`src/rtl/core/msgpk_pkg.sv`:
```
// ============================================================================
// MessagePack encoder package
// Item kinds, format codes and the descriptor passed from front to back.
// ============================================================================
`default_nettype none

package msgpk_pkg;

  // Kinds of input item.
  typedef enum logic [3:0] {
    FuncUint    = 4'd0,
    FuncInt     = 4'd1,
    FuncStr     = 4'd2,
    FuncBin     = 4'd3,
    FuncBool    = 4'd4,
    FuncNil     = 4'd5,
    FuncFloat   = 4'd6,
    FuncArray   = 4'd7,
    FuncMap     = 4'd8,
    FuncPayload = 4'd9
  } func_e;

  // MessagePack format codes.
  localparam logic [7:0] CodeNil      = 8'hc0;
  localparam logic [7:0] CodeFalse    = 8'hc2;
  localparam logic [7:0] CodeTrue     = 8'hc3;
  localparam logic [7:0] CodeBin8     = 8'hc4;
  localparam logic [7:0] CodeBin16    = 8'hc5;
  localparam logic [7:0] CodeBin32    = 8'hc6;
  localparam logic [7:0] CodeFloat32  = 8'hca;
  localparam logic [7:0] CodeUint8    = 8'hcc;
  localparam logic [7:0] CodeUint16   = 8'hcd;
  localparam logic [7:0] CodeUint32   = 8'hce;
  localparam logic [7:0] CodeUint64   = 8'hcf;
  localparam logic [7:0] CodeInt8     = 8'hd0;
  localparam logic [7:0] CodeInt16    = 8'hd1;
  localparam logic [7:0] CodeInt32    = 8'hd2;
  localparam logic [7:0] CodeInt64    = 8'hd3;
  localparam logic [7:0] CodeStr8     = 8'hd9;
  localparam logic [7:0] CodeStr16    = 8'hda;
  localparam logic [7:0] CodeStr32    = 8'hdb;
  localparam logic [7:0] CodeArray16  = 8'hdc;
  localparam logic [7:0] CodeArray32  = 8'hdd;
  localparam logic [7:0] CodeMap16    = 8'hde;
  localparam logic [7:0] CodeMap32    = 8'hdf;
  localparam logic [7:0] CodeFixStr   = 8'ha0;
  localparam logic [7:0] CodeFixArray = 8'h90;
  localparam logic [7:0] CodeFixMap   = 8'h80;

  // Number of bytes that follow the head byte: 0 to 8.
  localparam int unsigned TailW = 4;

  // Default depth of the queue between front and back.
  localparam int unsigned FifoDepthDefault = 2;

  // One classified item: a head byte, then n_tail bytes taken from the top
  // of data, most significant byte first.
  typedef struct packed {
    logic [7:0]       head;
    logic [TailW-1:0] n_tail;
    logic [63:0]      data;
  } desc_t;

endpackage

`default_nettype wire

```
`src/rtl/core/msgpack_value_encoder.sv`:
```
// An item goes through the queue and then the output register once accepted.
// Throughput: one byte per cycle while out_ready_i is high and work is queued,
// set by the byte-wide output reg; item = head byte + 0, 1, 2, 4 or 8 tail bytes.
// A queue of FifoDepth items lets the input run ahead while bytes drain.
// Reset clears the queue pointers, the tail counter and the output valid.
// ============================================================================
// MessagePack value encoder
// Encodes typed 64-bit items into MessagePack bytes, 1 to 9 per defined item.
// ============================================================================
`default_nettype none

module msgpack_value_encoder #(
  parameter int unsigned FifoDepth = msgpk_pkg::FifoDepthDefault
) (
  input  wire logic        clk_i,
  input  wire logic        rst_ni,
  input  wire logic        in_valid_i,
  output logic             in_ready_o,
  input  wire logic [3:0]  func_i,
  input  wire logic [63:0] value_i,
  output logic             out_valid_o,
  input  wire logic        out_ready_i,
  output logic [7:0]       out_byte_o,
  output logic             last_o
);

  msgpk_pkg::desc_t front_desc;
  msgpk_pkg::desc_t fifo_desc;
  logic             push;
  logic             pop;
  logic             fifo_full;
  logic             fifo_valid;

  // Front end: handshake and classification.
  msgpk_front u_front (
    .in_valid_i  (in_valid_i),
    .in_ready_o  (in_ready_o),
    .func_i      (func_i),
    .value_i     (value_i),
    .fifo_full_i (fifo_full),
    .push_o      (push),
    .desc_o      (front_desc)
  );

  // Queue of classified items.
  msgpk_fifo #(
    .Depth (FifoDepth)
  ) u_fifo (
    .clk_i   (clk_i),
    .rst_ni  (rst_ni),
    .push_i  (push),
    .wdata_i (front_desc),
    .full_o  (fifo_full),
    .pop_i   (pop),
    .valid_o (fifo_valid),
    .rdata_o (fifo_desc)
  );

  // Back end: byte serializer.
  msgpk_back u_back (
    .clk_i        (clk_i),
    .rst_ni       (rst_ni),
    .fifo_valid_i (fifo_valid),
    .desc_i       (fifo_desc),
    .pop_o        (pop),
    .out_valid_o  (out_valid_o),
    .out_ready_i  (out_ready_i),
    .out_byte_o   (out_byte_o),
    .last_o       (last_o)
  );

endmodule

`default_nettype wire

```
`src/rtl/core/msgpk_front.sv`:
```
// ============================================================================
// MessagePack encoder front end
// Accepts items and classifies each into a head byte and big-endian tail.
// ============================================================================
`default_nettype none

module msgpk_front (
  input  wire logic             in_valid_i,
  output logic                  in_ready_o,
  input  wire logic [3:0]       func_i,
  input  wire logic [63:0]      value_i,
  input  wire logic             fifo_full_i,
  output logic                  push_o,
  output msgpk_pkg::desc_t      desc_o
);

  logic [7:0]                  head;
  logic [msgpk_pkg::TailW-1:0] n_tail;
  logic                        defined;
  logic [63:0]                 v;

  assign v = value_i;

  // Shortest form selection for each kind.
  always_comb begin
    head    = 8'h00;
    n_tail  = '0;
    defined = 1'b1;
    unique case (msgpk_pkg::func_e'(func_i))
      msgpk_pkg::FuncUint, msgpk_pkg::FuncInt: begin
        if (func_i == msgpk_pkg::FuncUint || !v[63]) begin
          // Non-negative values share the unsigned forms.
          priority if (v[63:7] == '0) begin
            head = v[7:0];
          end else if (v[63:8] == '0) begin
            head = msgpk_pkg::CodeUint8;   n_tail = 4'd1;
          end else if (v[63:16] == '0) begin
            head = msgpk_pkg::CodeUint16;  n_tail = 4'd2;
          end else if (v[63:32] == '0) begin
            head = msgpk_pkg::CodeUint32;  n_tail = 4'd4;
          end else begin
            head = msgpk_pkg::CodeUint64;  n_tail = 4'd8;
          end
        end else begin
          // Negative values: sign extension decides the width.
          priority if (&v[63:5]) begin
            head = v[7:0];
          end else if (&v[63:7]) begin
            head = msgpk_pkg::CodeInt8;    n_tail = 4'd1;
          end else if (&v[63:15]) begin
            head = msgpk_pkg::CodeInt16;   n_tail = 4'd2;
          end else if (&v[63:31]) begin
            head = msgpk_pkg::CodeInt32;   n_tail = 4'd4;
          end else begin
            head = msgpk_pkg::CodeInt64;   n_tail = 4'd8;
          end
        end
      end
      msgpk_pkg::FuncStr: begin
        priority if (v[63:5] == '0) begin
          head = msgpk_pkg::CodeFixStr | {3'b000, v[4:0]};
        end else if (v[63:8] == '0) begin
          head = msgpk_pkg::CodeStr8;    n_tail = 4'd1;
        end else if (v[63:16] == '0) begin
          head = msgpk_pkg::CodeStr16;   n_tail = 4'd2;
        end else begin
          head = msgpk_pkg::CodeStr32;   n_tail = 4'd4;
        end
      end
      msgpk_pkg::FuncBin: begin
        priority if (v[63:8] == '0) begin
          head = msgpk_pkg::CodeBin8;    n_tail = 4'd1;
        end else if (v[63:16] == '0) begin
          head = msgpk_pkg::CodeBin16;   n_tail = 4'd2;
        end else begin
          head = msgpk_pkg::CodeBin32;   n_tail = 4'd4;
        end
      end
      msgpk_pkg::FuncBool: begin
        head = (v != '0) ? msgpk_pkg::CodeTrue : msgpk_pkg::CodeFalse;
      end
      msgpk_pkg::FuncNil: begin
        head = msgpk_pkg::CodeNil;
      end
      msgpk_pkg::FuncFloat: begin
        head = msgpk_pkg::CodeFloat32;  n_tail = 4'd4;
      end
      msgpk_pkg::FuncArray: begin
        priority if (v[63:4] == '0) begin
          head = msgpk_pkg::CodeFixArray | {4'h0, v[3:0]};
        end else if (v[63:16] == '0) begin
          head = msgpk_pkg::CodeArray16; n_tail = 4'd2;
        end else begin
          head = msgpk_pkg::CodeArray32; n_tail = 4'd4;
        end
      end
      msgpk_pkg::FuncMap: begin
        priority if (v[63:4] == '0) begin
          head = msgpk_pkg::CodeFixMap | {4'h0, v[3:0]};
        end else if (v[63:16] == '0) begin
          head = msgpk_pkg::CodeMap16;   n_tail = 4'd2;
        end else begin
          head = msgpk_pkg::CodeMap32;   n_tail = 4'd4;
        end
      end
      msgpk_pkg::FuncPayload: begin
        head = v[7:0];
      end
      default: begin
        // Undefined kinds are taken and dropped without output.
        defined = 1'b0;
      end
    endcase
  end

  // Left-align the tail bytes so the back end always sends the top byte.
  always_comb begin
    desc_o.head   = head;
    desc_o.n_tail = n_tail;
    unique case (n_tail)
      4'd1:    desc_o.data = {v[7:0], 56'h0};
      4'd2:    desc_o.data = {v[15:0], 48'h0};
      4'd4:    desc_o.data = {v[31:0], 32'h0};
      default: desc_o.data = v;
    endcase
  end

  // Take an item whenever the queue has room.
  assign in_ready_o = !fifo_full_i;
  assign push_o     = in_valid_i && in_ready_o && defined;

endmodule

`default_nettype wire

```
`src/rtl/core/msgpk_fifo.sv`:
```
// ============================================================================
// MessagePack encoder descriptor queue
// Small flop-based queue that decouples the front end from the back end.
// ============================================================================
`default_nettype none

module msgpk_fifo #(
  parameter int unsigned Depth = msgpk_pkg::FifoDepthDefault
) (
  input  wire logic             clk_i,
  input  wire logic             rst_ni,
  input  wire logic             push_i,
  input  msgpk_pkg::desc_t      wdata_i,
  output logic                  full_o,
  input  wire logic             pop_i,
  output logic                  valid_o,
  output msgpk_pkg::desc_t      rdata_o
);

  localparam int unsigned PtrW = (Depth > 1) ? $clog2(Depth) : 1;
  localparam int unsigned CntW = $clog2(Depth + 1);

  msgpk_pkg::desc_t mem_q [Depth];
  logic [PtrW-1:0]  wr_ptr_q, wr_ptr_d;
  logic [PtrW-1:0]  rd_ptr_q, rd_ptr_d;
  logic [CntW-1:0]  count_q, count_d;

  assign full_o  = (count_q == CntW'(Depth));
  assign valid_o = (count_q != '0);
  assign rdata_o = mem_q[rd_ptr_q];

  // Pointer and fill count updates with wrap at the depth.
  always_comb begin
    wr_ptr_d = wr_ptr_q;
    rd_ptr_d = rd_ptr_q;
    count_d  = count_q;
    if (push_i) begin
      wr_ptr_d = (wr_ptr_q == PtrW'(Depth - 1)) ? '0 : wr_ptr_q + PtrW'(1);
    end
    if (pop_i) begin
      rd_ptr_d = (rd_ptr_q == PtrW'(Depth - 1)) ? '0 : rd_ptr_q + PtrW'(1);
    end
    if (push_i && !pop_i) begin
      count_d = count_q + CntW'(1);
    end else if (pop_i && !push_i) begin
      count_d = count_q - CntW'(1);
    end
  end

  always_ff @(posedge clk_i or negedge rst_ni) begin
    if (!rst_ni) begin
      wr_ptr_q <= '0;
      rd_ptr_q <= '0;
      count_q  <= '0;
    end else begin
      wr_ptr_q <= wr_ptr_d;
      rd_ptr_q <= rd_ptr_d;
      count_q  <= count_d;
    end
  end

  // Storage holds payload only and needs no reset.
  always_ff @(posedge clk_i) begin
    if (push_i) begin
      mem_q[wr_ptr_q] <= wdata_i;
    end
  end

endmodule

`default_nettype wire

```
`src/rtl/core/msgpk_back.sv`:
```
// ============================================================================
// MessagePack encoder back end
// Serializes one descriptor into bytes through a registered output stage.
// ============================================================================
`default_nettype none

module msgpk_back (
  input  wire logic             clk_i,
  input  wire logic             rst_ni,
  input  wire logic             fifo_valid_i,
  input  msgpk_pkg::desc_t      desc_i,
  output logic                  pop_o,
  output logic                  out_valid_o,
  input  wire logic             out_ready_i,
  output logic [7:0]            out_byte_o,
  output logic                  last_o
);

  logic [63:0]                 data_q, data_d;
  logic [msgpk_pkg::TailW-1:0] cnt_q, cnt_d;
  logic                        out_valid_q, out_valid_d;
  logic [7:0]                  out_byte_q, out_byte_d;
  logic                        last_q, last_d;
  logic                        out_free;

  // Load the output register from the tail shifter or from a new item.
  always_comb begin
    pop_o       = 1'b0;
    data_d      = data_q;
    cnt_d       = cnt_q;
    out_valid_d = out_valid_q;
    out_byte_d  = out_byte_q;
    last_d      = last_q;
    out_free    = !out_valid_q || out_ready_i;
    if (out_free) begin
      priority if (cnt_q != '0) begin
        out_byte_d  = data_q[63:56];
        last_d      = (cnt_q == msgpk_pkg::TailW'(1));
        data_d      = {data_q[55:0], 8'h00};
        cnt_d       = cnt_q - msgpk_pkg::TailW'(1);
        out_valid_d = 1'b1;
      end else if (fifo_valid_i) begin
        pop_o       = 1'b1;
        out_byte_d  = desc_i.head;
        last_d      = (desc_i.n_tail == '0);
        data_d      = desc_i.data;
        cnt_d       = desc_i.n_tail;
        out_valid_d = 1'b1;
      end else begin
        out_valid_d = 1'b0;
      end
    end
  end

  always_ff @(posedge clk_i or negedge rst_ni) begin
    if (!rst_ni) begin
      cnt_q       <= '0;
      out_valid_q <= 1'b0;
    end else begin
      cnt_q       <= cnt_d;
      out_valid_q <= out_valid_d;
    end
  end

  always_ff @(posedge clk_i) begin
    data_q     <= data_d;
    out_byte_q <= out_byte_d;
    last_q     <= last_d;
  end

  assign out_valid_o = out_valid_q;
  assign out_byte_o  = out_byte_q;
  assign last_o      = last_q;

endmodule

`default_nettype wire

```
`config.mk`:
```
export PLATFORM = sky130hd
export DESIGN_NAME = msgpack_value_encoder
export DESIGN_NICKNAME = d
export VERILOG_FILES = /design/src/rtl/core/msgpk_pkg.sv /design/src/rtl/core/msgpack_value_encoder.sv /design/src/rtl/core/msgpk_front.sv /design/src/rtl/core/msgpk_fifo.sv /design/src/rtl/core/msgpk_back.sv
export SDC_FILE = /design/constraint.sdc
export NUM_CORES = 1
export LEC_CHECK = 0
export BUFFER_PORTS_ARGS = -buffer_cell sky130_fd_sc_hd__buf_2
export CELL_PAD_IN_SITES_DETAIL_PLACEMENT = 0
export CELL_PAD_IN_SITES_GLOBAL_PLACEMENT = 1
export CORE_MARGIN = 3
export CORE_UTILIZATION = 45
export CTS_CLUSTER_DIAMETER = 50
export DETAILED_ROUTE_END_ITERATION = 6
export MAX_ROUTING_LAYER = met4
export PLACE_DENSITY_LB_ADDON = 0.1
export SLEW_MARGIN = 20
export SYNTH_ARGS = -nofsm -noshare
export SYNTH_HDL_FRONTEND = slang
export SYNTH_SLANG_ARGS = --single-unit
```
`constraint.sdc`:
```
create_clock -name clk_i -period 5.7 [get_ports clk_i]
set_clock_uncertainty 0.05 [all_clocks]
set_input_delay 1.14 -clock clk_i [delete_from_list [all_inputs] [get_ports clk_i]]
set_output_delay 1.14 -clock clk_i [all_outputs]
set_load 0.02 [all_outputs]
```
==> metrics.sh, run 1 <==
OUTCOME='finished clean'
REQUIRED_PS=5900
INITIAL_CORE_UTIL_PCT=46.3
POSTCTSSETUPREPAIRBUFS=0
FIN_CRIT_SH_PCT=66.1
LARGEST_NET_DEGREE_AT_THE_START_OF_GLOBAL_ROUTING=62
MAX_CAP_VIOL_COUNT=0
DRT-WIRELENGTH-PER-CELL_UM=23.5
VIAS_IN_THE_FIRST_GLOBAL_ROUTE=7261
GPL.FINAL_WEIGHTED_CONGESTION=0.951
ACHIEVABLE-FREQUENCY_MHz=265
YOSYSWARNINGS=0
CLK_PIN_SLEW_PS=50
VIAS_AFTER_DETAILED_ROUTING=7214
POWER.STATIC_LEAKAGE_uW=0.00449
FINAL-HOLD-VIOLATION-COUNT=0
TIMING_MAX_TRANSITION_VIOLATIONS_FINAL=0
TIMING.FINAL.WS_SETUP_PS=1930
GRT_SETUP_UNREPAIRED='no'
FIN_HOLD_WS_PS=407
AVERAGE_INSTANCE_AREA_AFTER_SYNTHESIS_UM2=12.9
DRT_ITER0_DRC=760
YS_SEQ_ELEMENTS=234
WORSTREG2REGSTART='u_back.cnt_q[0]$_DFFE_PN0P_'
ANT_NETS=0
IR_WORST_VDD_mV=0.294
CRITICAL-PATH-MAX-STAGE-DELAY_PS=750
SYNTH_TOP_AREA_SHARE_PCT=63.9
DIE-HEIGHT_UM=159
SYNTH_FP_NETS=892
ANTENNADIODECOUNT=0
POSTLAYOUTCOREUTIL_PCT=53.4
SYNTH_ASYNC_SR_FLOP_SHARE_PCT=3.85
GLOBALROUTE.BUSIESTLAYER='met2'
SETUP-VIOLATIONS-FINAL=0
SYNTH.CELL_AREA_UM2=10600
POST-DP-HPWL_UM=19600
DESIGN.FINAL.NETS=964
DIE-WIDTH_UM=159
MAX-SLEW-MARGIN-REL_PCT=39.0
CTS.SINK_COUNT=234
WL_UM=28700
ROOT_BUFFER='sky130_fd_sc_hd__clkbuf_16'
CRITICAL_PATH.SLOWEST_CELL='sky130_fd_sc_hd__or4_1'
SYN2LAYOUT_AREA_GROWTH_PCT=15.4
GRT.MET2_USAGE_PCT=35.9
SYNTH_FF_TYPE='sky130_fd_sc_hd__edfxtp_1'
VIA_PER_INST=5.90
CLKLATENCYLATEPIN_PS=540
SYNTH_AREA_LEADERS='sky130_fd_sc_hd__edfxtp_1 (64%), sky130_fd_sc_hd__mux2i_1 (6.9%), sky130_fd_sc_hd__o21ai_0 (3.9%)'
WORST_PIN_SLEW_PS=915
WORSTREG2REGEND='u_back.cnt_q[3]$_DFFE_PN0P_'
GLOBAL_ROUTE_WIRE_LENGTH_BEFORE_REPAIR_UM=43600
YS_TOP_CELLS_BY_COUNT='sky130_fd_sc_hd__edfxtp_1 (225), sky130_fd_sc_hd__nand2_1 (106), sky130_fd_sc_hd__o21ai_0 (82)'
FRACTION_OF_LAYOUT_CELLS_WITH_A_SIZE_SUFFIX_ABOVE_1_PCT=17.4
FILLERINSTANCES=1990
ARRIVAL_PS=3970
CTS_HOLD_BUFFERS=0
IO_BUFFER_COUNT=82
WORST-PATH-MAX-FANOUT=35
YOSYS.CELL_COUNT.TOP_TYPE='sky130_fd_sc_hd__edfxtp_1'
CTS_REPAIR_RESIZE_COUNT=0
GRT.MET3_USAGE_PCT=3.49
CRITICAL_PATH.ENDPOINT_TYPE='register'
CTS_BUFFERS=28
CLOCK_PATH_BUFFERS=3
PWR_DENSITY_CELL_nW_PER_UM2=464
WORSTSETUPPATHTYPE='in -> reg'
CRITICAL_PATH.STARTPOINT_TYPE='input port'
YOSYSUNIQUECELLTYPES=59
DIE_AREA_UM2=25400
GR-USAGE-MET1_PCT=30.4
TIMING.REG2REG.SETUP_SLACK_PS=3000
PLACE_WORST_SETUP_SLACK_PS=1500
LAYOUT.CELL_AREA.NON_FILLER_UM2=12200
NUM_IO_PINS=83
INITIAL_ANTENNA_VIOLATION_COUNT=0
DETAILEDROUTE.FIRSTPASSITERATIONCOUNT=6
TRITONCTS_CLOCK_TREE='yes'
FF2FF_PATH_DEPTH=8
CORE.ROWCOUNT=55
POST-ROUTE-DRC-COUNT=0
FINALWORSTPATHREQUIREDPERIOD_PS=3770
PLACED_AREA_UM2=11300
DESIGN.CORE.AREA_UM2=22800
NUMBER_OF_SYNTHESIZED_FLOPS_WITH_AN_ENABLE_PIN=225
SYNTH.YOSYS.SEQ_AREA_SHARE_PCT=66.0
GRT_UTIL_ALL_LAYERS_PCT=22.8
GRT_OVERFLOW_TOTAL=0
CTS_HTREE_LEVELS=1
NETLIST_INSTANCES=817
CRIT_CHAIN='buf_2 > nor4_1 > nand4_1 > or4_1 > o21a_4 > nand2b_4 > a222oi_1 > a21oi_2'
YOSYS.AREA.TOP_TYPE='sky130_fd_sc_hd__edfxtp_1'
SETUP-TNS-FINAL_PS=0
HOLD_PATH.CLASS='in -> async'
## routing by layer
layer / routed length [um] / up-vias
met5: 0 / -
met4: 1100 / 0
met3: 1590 / 80
met2: 13800 / 283
met1: 12300 / 3582
li1: - / 3269
## stage by stage
stage               cells  total power [uW]
detailed placement   1172              3980
global route         1223              5940
global placement     1172              3950
floorplan             817              3510
CTS                  1223              5700
finish               1223              5650
## area by class of cell
class                   count  area [um2]  area share, %
inverters                   7        26.3          0.215
flip-flops and latches    234        6990           57.3
well taps                 313         392           3.21
multi-input cells         525        3380           27.7
clock inverters            13         130           1.07
repair buffers             93         505           4.14
clock buffers              38         778           6.38
## worst max path at each step
stage	start	endpoint	slack [ps]	cells past startpoint
2_1_floorplan	func_i[1]	u_fifo.mem_q[0][0]$_DFFE_PP_	60	5
3_3_place_gp	func_i[1]	u_fifo.mem_q[0][61]$_DFFE_PP_	1500	8
3_5_place_dp	value_i[46]	u_fifo.mem_q[0][60]$_DFFE_PP_	1500	8
4_1_cts	value_i[45]	u_fifo.mem_q[1][60]$_DFFE_PP_	2030	8
5_1_grt	func_i[1]	u_fifo.mem_q[1][61]$_DFFE_PP_	1850	8
6_report	value_i[46]	u_fifo.mem_q[1][60]$_DFFE_PP_	1930	8
## cells by family (layout without fill, tap and decap cells)
family	Yosys count	in the layout	synth area share, %
xor+xnor	5	5	0.414
buf+inv	58	151	2.27
simple gates	269	269	12.8
flops	234	234	66.0
compound gates	171	171	10.8
mux	77	77	7.34
fa+ha+maj	3	3	0.355
## registers in the layout, summed over array words and instances, names as in the netlist
signal / flops
u_back.out_byte_o: 8
u_fifo.rd_ptr_q: 1
u_fifo.wr_ptr_q: 1
u_fifo.count_q: 2
u_back.data_q: 64
u_back.last_o: 1
u_fifo.mem_q: 152
u_back.out_valid_o: 1
u_back.cnt_q: 4
## power breakdown
group	internal [uW]	switching, uW	total (uW)
combinational	448	889	1340
sequential	2450	152	2600
clock	1050	671	1720
## critical path: cells and delay by family
kind	cells	cell delay (ps)
simple gates	4	1670
compound gates	3	1020
buf+inv	1	120
## layout by cell type (no fill, tap or decap), types with 4 or more instances in the layout
master,n
sky130_fd_sc_hd__a21oi_1,9
sky130_fd_sc_hd__a222oi_1,5
sky130_fd_sc_hd__a22o_1,18
sky130_fd_sc_hd__a22oi_1,10
sky130_fd_sc_hd__a31oi_1,4
sky130_fd_sc_hd__and2_1,33
sky130_fd_sc_hd__buf_2,82
sky130_fd_sc_hd__buf_4,10
sky130_fd_sc_hd__clkbuf_1,6
sky130_fd_sc_hd__clkbuf_16,28
sky130_fd_sc_hd__clkbuf_8,4
sky130_fd_sc_hd__clkinv_1,5
sky130_fd_sc_hd__clkinv_2,4
sky130_fd_sc_hd__dfrtp_1,8
sky130_fd_sc_hd__edfxtp_1,225
sky130_fd_sc_hd__inv_1,6
sky130_fd_sc_hd__mux2_2,4
sky130_fd_sc_hd__mux2i_1,73
sky130_fd_sc_hd__nand2_1,105
sky130_fd_sc_hd__nand2b_1,5
sky130_fd_sc_hd__nand3_1,11
sky130_fd_sc_hd__nand4_1,18
sky130_fd_sc_hd__nor2_1,34
sky130_fd_sc_hd__nor2b_1,11
sky130_fd_sc_hd__nor3_1,11
sky130_fd_sc_hd__nor4_1,20
sky130_fd_sc_hd__o211ai_1,4
sky130_fd_sc_hd__o21a_1,4
sky130_fd_sc_hd__o21ai_0,82
sky130_fd_sc_hd__or4_1,4
No activity file was read; power rests on OpenSTA's default activity.
==> run 2: changes to the inputs <==
- ABC_AREA: unset -> 1
- CORE_UTILIZATION: 45 -> 42
- clock period: 5.7 -> 3.2 ns (I/O delays scaled with it)
==> metrics.sh, run 2 <==
OUTCOME='finished clean'
WORSTSETUPENDPOINT='u_fifo.mem_q[1][1]$_DFFE_PP_'
DRT_ITER0_DRC=918
REQUIRED_PS=3440
FRACTION_OF_LAYOUT_CELLS_WITH_A_SIZE_SUFFIX_ABOVE_1_PCT=15.9
WL_UM=37600
INITIAL_CORE_UTIL_PCT=43.3
MAX-SLEW-MARGIN-REL_PCT=55.6
WORST-PATH-BUF-INV=3
COMMONEST_CELLS_AFTER_ROUTING_FILL_AND_TAPS_ASIDE='sky130_fd_sc_hd__nand2_1 (413), sky130_fd_sc_hd__nor2_1 (235), sky130_fd_sc_hd__edfxtp_1 (225)'
VIA_PER_INST=5.25
LARGEST_REGISTER_FFS=152
WORST_HOLD_STARTPOINT='out_ready_i'
INITIAL_ANTENNA_VIOLATION_COUNT=0
GRT_OVERFLOW_TOTAL=0
GRT_SETUP_UNREPAIRED='no'
SYNTH_FP_NETS=1376
SYN2LAYOUT_AREA_GROWTH_PCT=16.5
SYNTH_ASYNC_SR_FLOP_SHARE_PCT=3.85
SYNTH.CELL_AREA_UM2=11800
NUM_IO_PINS=83
POST-ROUTE-DRC-COUNT=0
CLK_PIN_SLEW_PS=60
POWER.STATIC_LEAKAGE_uW=0.00553
NETLIST_INSTANCES=1301
DIE-HEIGHT_UM=174
ARRIVAL_PS=2830
DIE-WIDTH_UM=174
WORSTREG2REGEND='u_fifo.count_q[1]$_DFFE_PN0P_'
DRT-WIRELENGTH-PER-CELL_UM=20.8
FIN_HOLD_WS_PS=340
POST-DP-HPWL_UM=27700
CRITICAL_PATH.SLOWEST_CELL='sky130_fd_sc_hd__nor2_1'
SYNTH_AREA_LEADERS='sky130_fd_sc_hd__edfxtp_1 (57%), sky130_fd_sc_hd__nand2_1 (13%), sky130_fd_sc_hd__nor2_1 (7.5%)'
CRITICAL_PATH.STARTPOINT_TYPE='input port'
SETUP-VIOLATIONS-FINAL=0
AVERAGE_INSTANCE_AREA_AFTER_SYNTHESIS_UM2=9.10
SETUP-TNS-FINAL_PS=0
SYNTH_TOP_AREA_SHARE_PCT=57.1
SYNTH_FF_TYPE='sky130_fd_sc_hd__edfxtp_1'
IR_WORST_VDD_mV=0.751
YOSYSUNIQUECELLTYPES=37
TRITONCTS_CLOCK_TREE='yes'
CRIT_CHAIN='buf_2 > nand2_1 > inv_1 > nand2_1 > nor2_1 > nand3_1 > nor2_1 > nand3_1 > nand2_1 > nand2_1 > and2_1 > nand2_8 > buf_12 > nor2_1'
TIMING_MAX_TRANSITION_VIOLATIONS_FINAL=0
TIMING.REG2REG.SETUP_SLACK_PS=700
FINALWORSTPATHREQUIREDPERIOD_PS=2590
PWR_DENSITY_CELL_nW_PER_UM2=774
YS_TOP_CELLS_BY_COUNT='sky130_fd_sc_hd__nand2_1 (413), sky130_fd_sc_hd__nor2_1 (238), sky130_fd_sc_hd__edfxtp_1 (225)'
FIN_CRIT_SH_PCT=80.9
DESIGN.CORE.AREA_UM2=27300
LAUNCH_POINT_OF_THE_CRITICAL_PATH='value_i[11]'
NUMBER_OF_SYNTHESIZED_FLOPS_WITH_AN_ENABLE_PIN=225
ACHIEVABLE-FREQUENCY_MHz=386
CTS_BUFFERS=28
DETAILEDROUTE.FIRSTPASSITERATIONCOUNT=6
DESIGN.FINAL.NETS=1492
CRITICAL-PATH-MAX-STAGE-DELAY_PS=370
CP_NUM_CELLS=14
DIE_AREA_UM2=30200
GPL.FINAL_WEIGHTED_CONGESTION=0.973
CRIT_FAMILY='simple AND/OR/NAND/NOR gates'
GLOBAL_ROUTE_WIRE_LENGTH_BEFORE_REPAIR_UM=56600
CLOCK_PATH_BUFFERS=3
HOLD_PATH.CLASS='in -> reg'
WORST-PATH-MAX-FANOUT=17
WORSTREG2REGSTART='u_back.cnt_q[0]$_DFFE_PN0P_'
CORE.ROWCOUNT=60
MAX_CAP_VIOL_COUNT=0
YOSYS.AREA.TOP_TYPE='sky130_fd_sc_hd__edfxtp_1'
YOSYSWARNINGS=0
CTS_HTREE_LEVELS=1
ROOT_BUFFER='sky130_fd_sc_hd__clkbuf_16'
FINAL-HOLD-VIOLATION-COUNT=0
LARGEST_NET_DEGREE_AT_THE_START_OF_GLOBAL_ROUTING=131
WORST_PIN_SLEW_PS=665
POSTLAYOUTCOREUTIL_PCT=50.4
MOSTFREQUENTLAYOUTCELL='sky130_fd_sc_hd__nand2_1'
VIAS_IN_THE_FIRST_GLOBAL_ROUTE=9103
GRT_UTIL_ALL_LAYERS_PCT=25.3
VIAS_AFTER_DETAILED_ROUTING=9496
IO_BUFFER_COUNT=82
YS_SEQ_ELEMENTS=234
POSTCTSSETUPREPAIRBUFS=0
SYNTH.YOSYS.SEQ_AREA_SHARE_PCT=59.0
FF2FF_PATH_DEPTH=13
REGMOSTFLOPS='u_fifo.mem_q'
WORSTSETUPPATHTYPE='in -> reg'
ANTENNADIODECOUNT=0
ANT_NETS=0
YOSYS.CELL_COUNT.TOP_TYPE='sky130_fd_sc_hd__nand2_1'
CP_COMMON_CELL='sky130_fd_sc_hd__nand2_1'
CLKLATENCYLATEPIN_PS=540
CRITICAL_PATH.ENDPOINT_TYPE='register'
CTS.SINK_COUNT=234
==> run 2: cell count changes after synthesis, moves of 31 or more <==
cell                      delta
sky130_fd_sc_hd__a31oi_1    +60
sky130_fd_sc_hd__and2_1     -31
sky130_fd_sc_hd__inv_1      +85
sky130_fd_sc_hd__mux2i_1    -72
sky130_fd_sc_hd__nand2_1   +307
sky130_fd_sc_hd__nand3_1    +54
sky130_fd_sc_hd__nor2_1    +203
sky130_fd_sc_hd__nor2_4     +33
sky130_fd_sc_hd__o21ai_0    -63
==> run 2: cell type report <==
cell class                      count  area, um2
Multi-Input combinational cell    915       4210
Fill cell                        2650      13500
Clock inverter                     13       85.1
Sequential cell                   234       6980
Clock buffer                       36        731
Timing Repair Buffer              131        906
Inverter                          107        403
Tap cell                          372        465
==> run 2: tightest hold or removal path: stages <==
cell                      delay, ps
sky130_fd_sc_hd__buf_2           80
sky130_fd_sc_hd__inv_1           30
sky130_fd_sc_hd__nand2_1         80
sky130_fd_sc_hd__nand2_1         60
==> run 2: where the power goes <==
part	internal (uW)	switching, uW	total [uW]
sequential	4520	262	4780
clock	1610	1200	2820
combinational	905	2170	3080
total	7040	3640	10700
==> run 2: logic make-up after synthesis <==
family          share of synthesized area [%]
flops                                    59.0
compound gates                           5.74
buf+inv                                  5.62
mux                                    0.0846
xor+xnor                                0.222
simple gates                             29.0
fa+ha+maj                               0.317
==> run 2: timing repair <==
item / 4_1_cts / 5_1_grt
gates resized for setup: 0 / 0
hold buffers: 1 / 0
hold endpoints to repair: 9 / 0
==> run 2: routing by layer <==
metal  vias up  wire length [um]  global-route usage (%)
met3        44              1900                    2.26
met5         -                 0                       -
met2       326             17300                    39.3
met1      4563             17800                    36.7
li1       4563                 -                       -
met4         0               577                    4.86
==> run 2: worst min path at each step <==
stage | cells past startpoint | endpoint | slack, ps
6_report | 4 | u_back.out_valid_o$_DFFE_PN0P_ | 340
4_1_cts | 4 | u_back.out_valid_o$_DFFE_PN0P_ | 320
3_5_place_dp | 1 | u_back.out_valid_o$_DFFE_PN0P_ | 460
5_1_grt | 4 | u_back.out_valid_o$_DFFE_PN0P_ | 370
3_3_place_gp | 1 | u_back.out_valid_o$_DFFE_PN0P_ | 450
2_1_floorplan | 0 | u_back.cnt_q[0]$_DFFE_PN0P_ | 290
==> run 2: stage by stage <==
step | setup slack, ps | area, um2 | instances | power, uW
floorplan | -486 | 11800 | 1301 | 6700
global placement | 45.8 | 13000 | 1758 | 7930
detailed placement | 73.1 | 13000 | 1758 | 7960
CTS | 621 | 13800 | 1808 | 10800
global route | 388 | 13800 | 1808 | 11300
finish | 611 | 13800 | 1808 | 10700
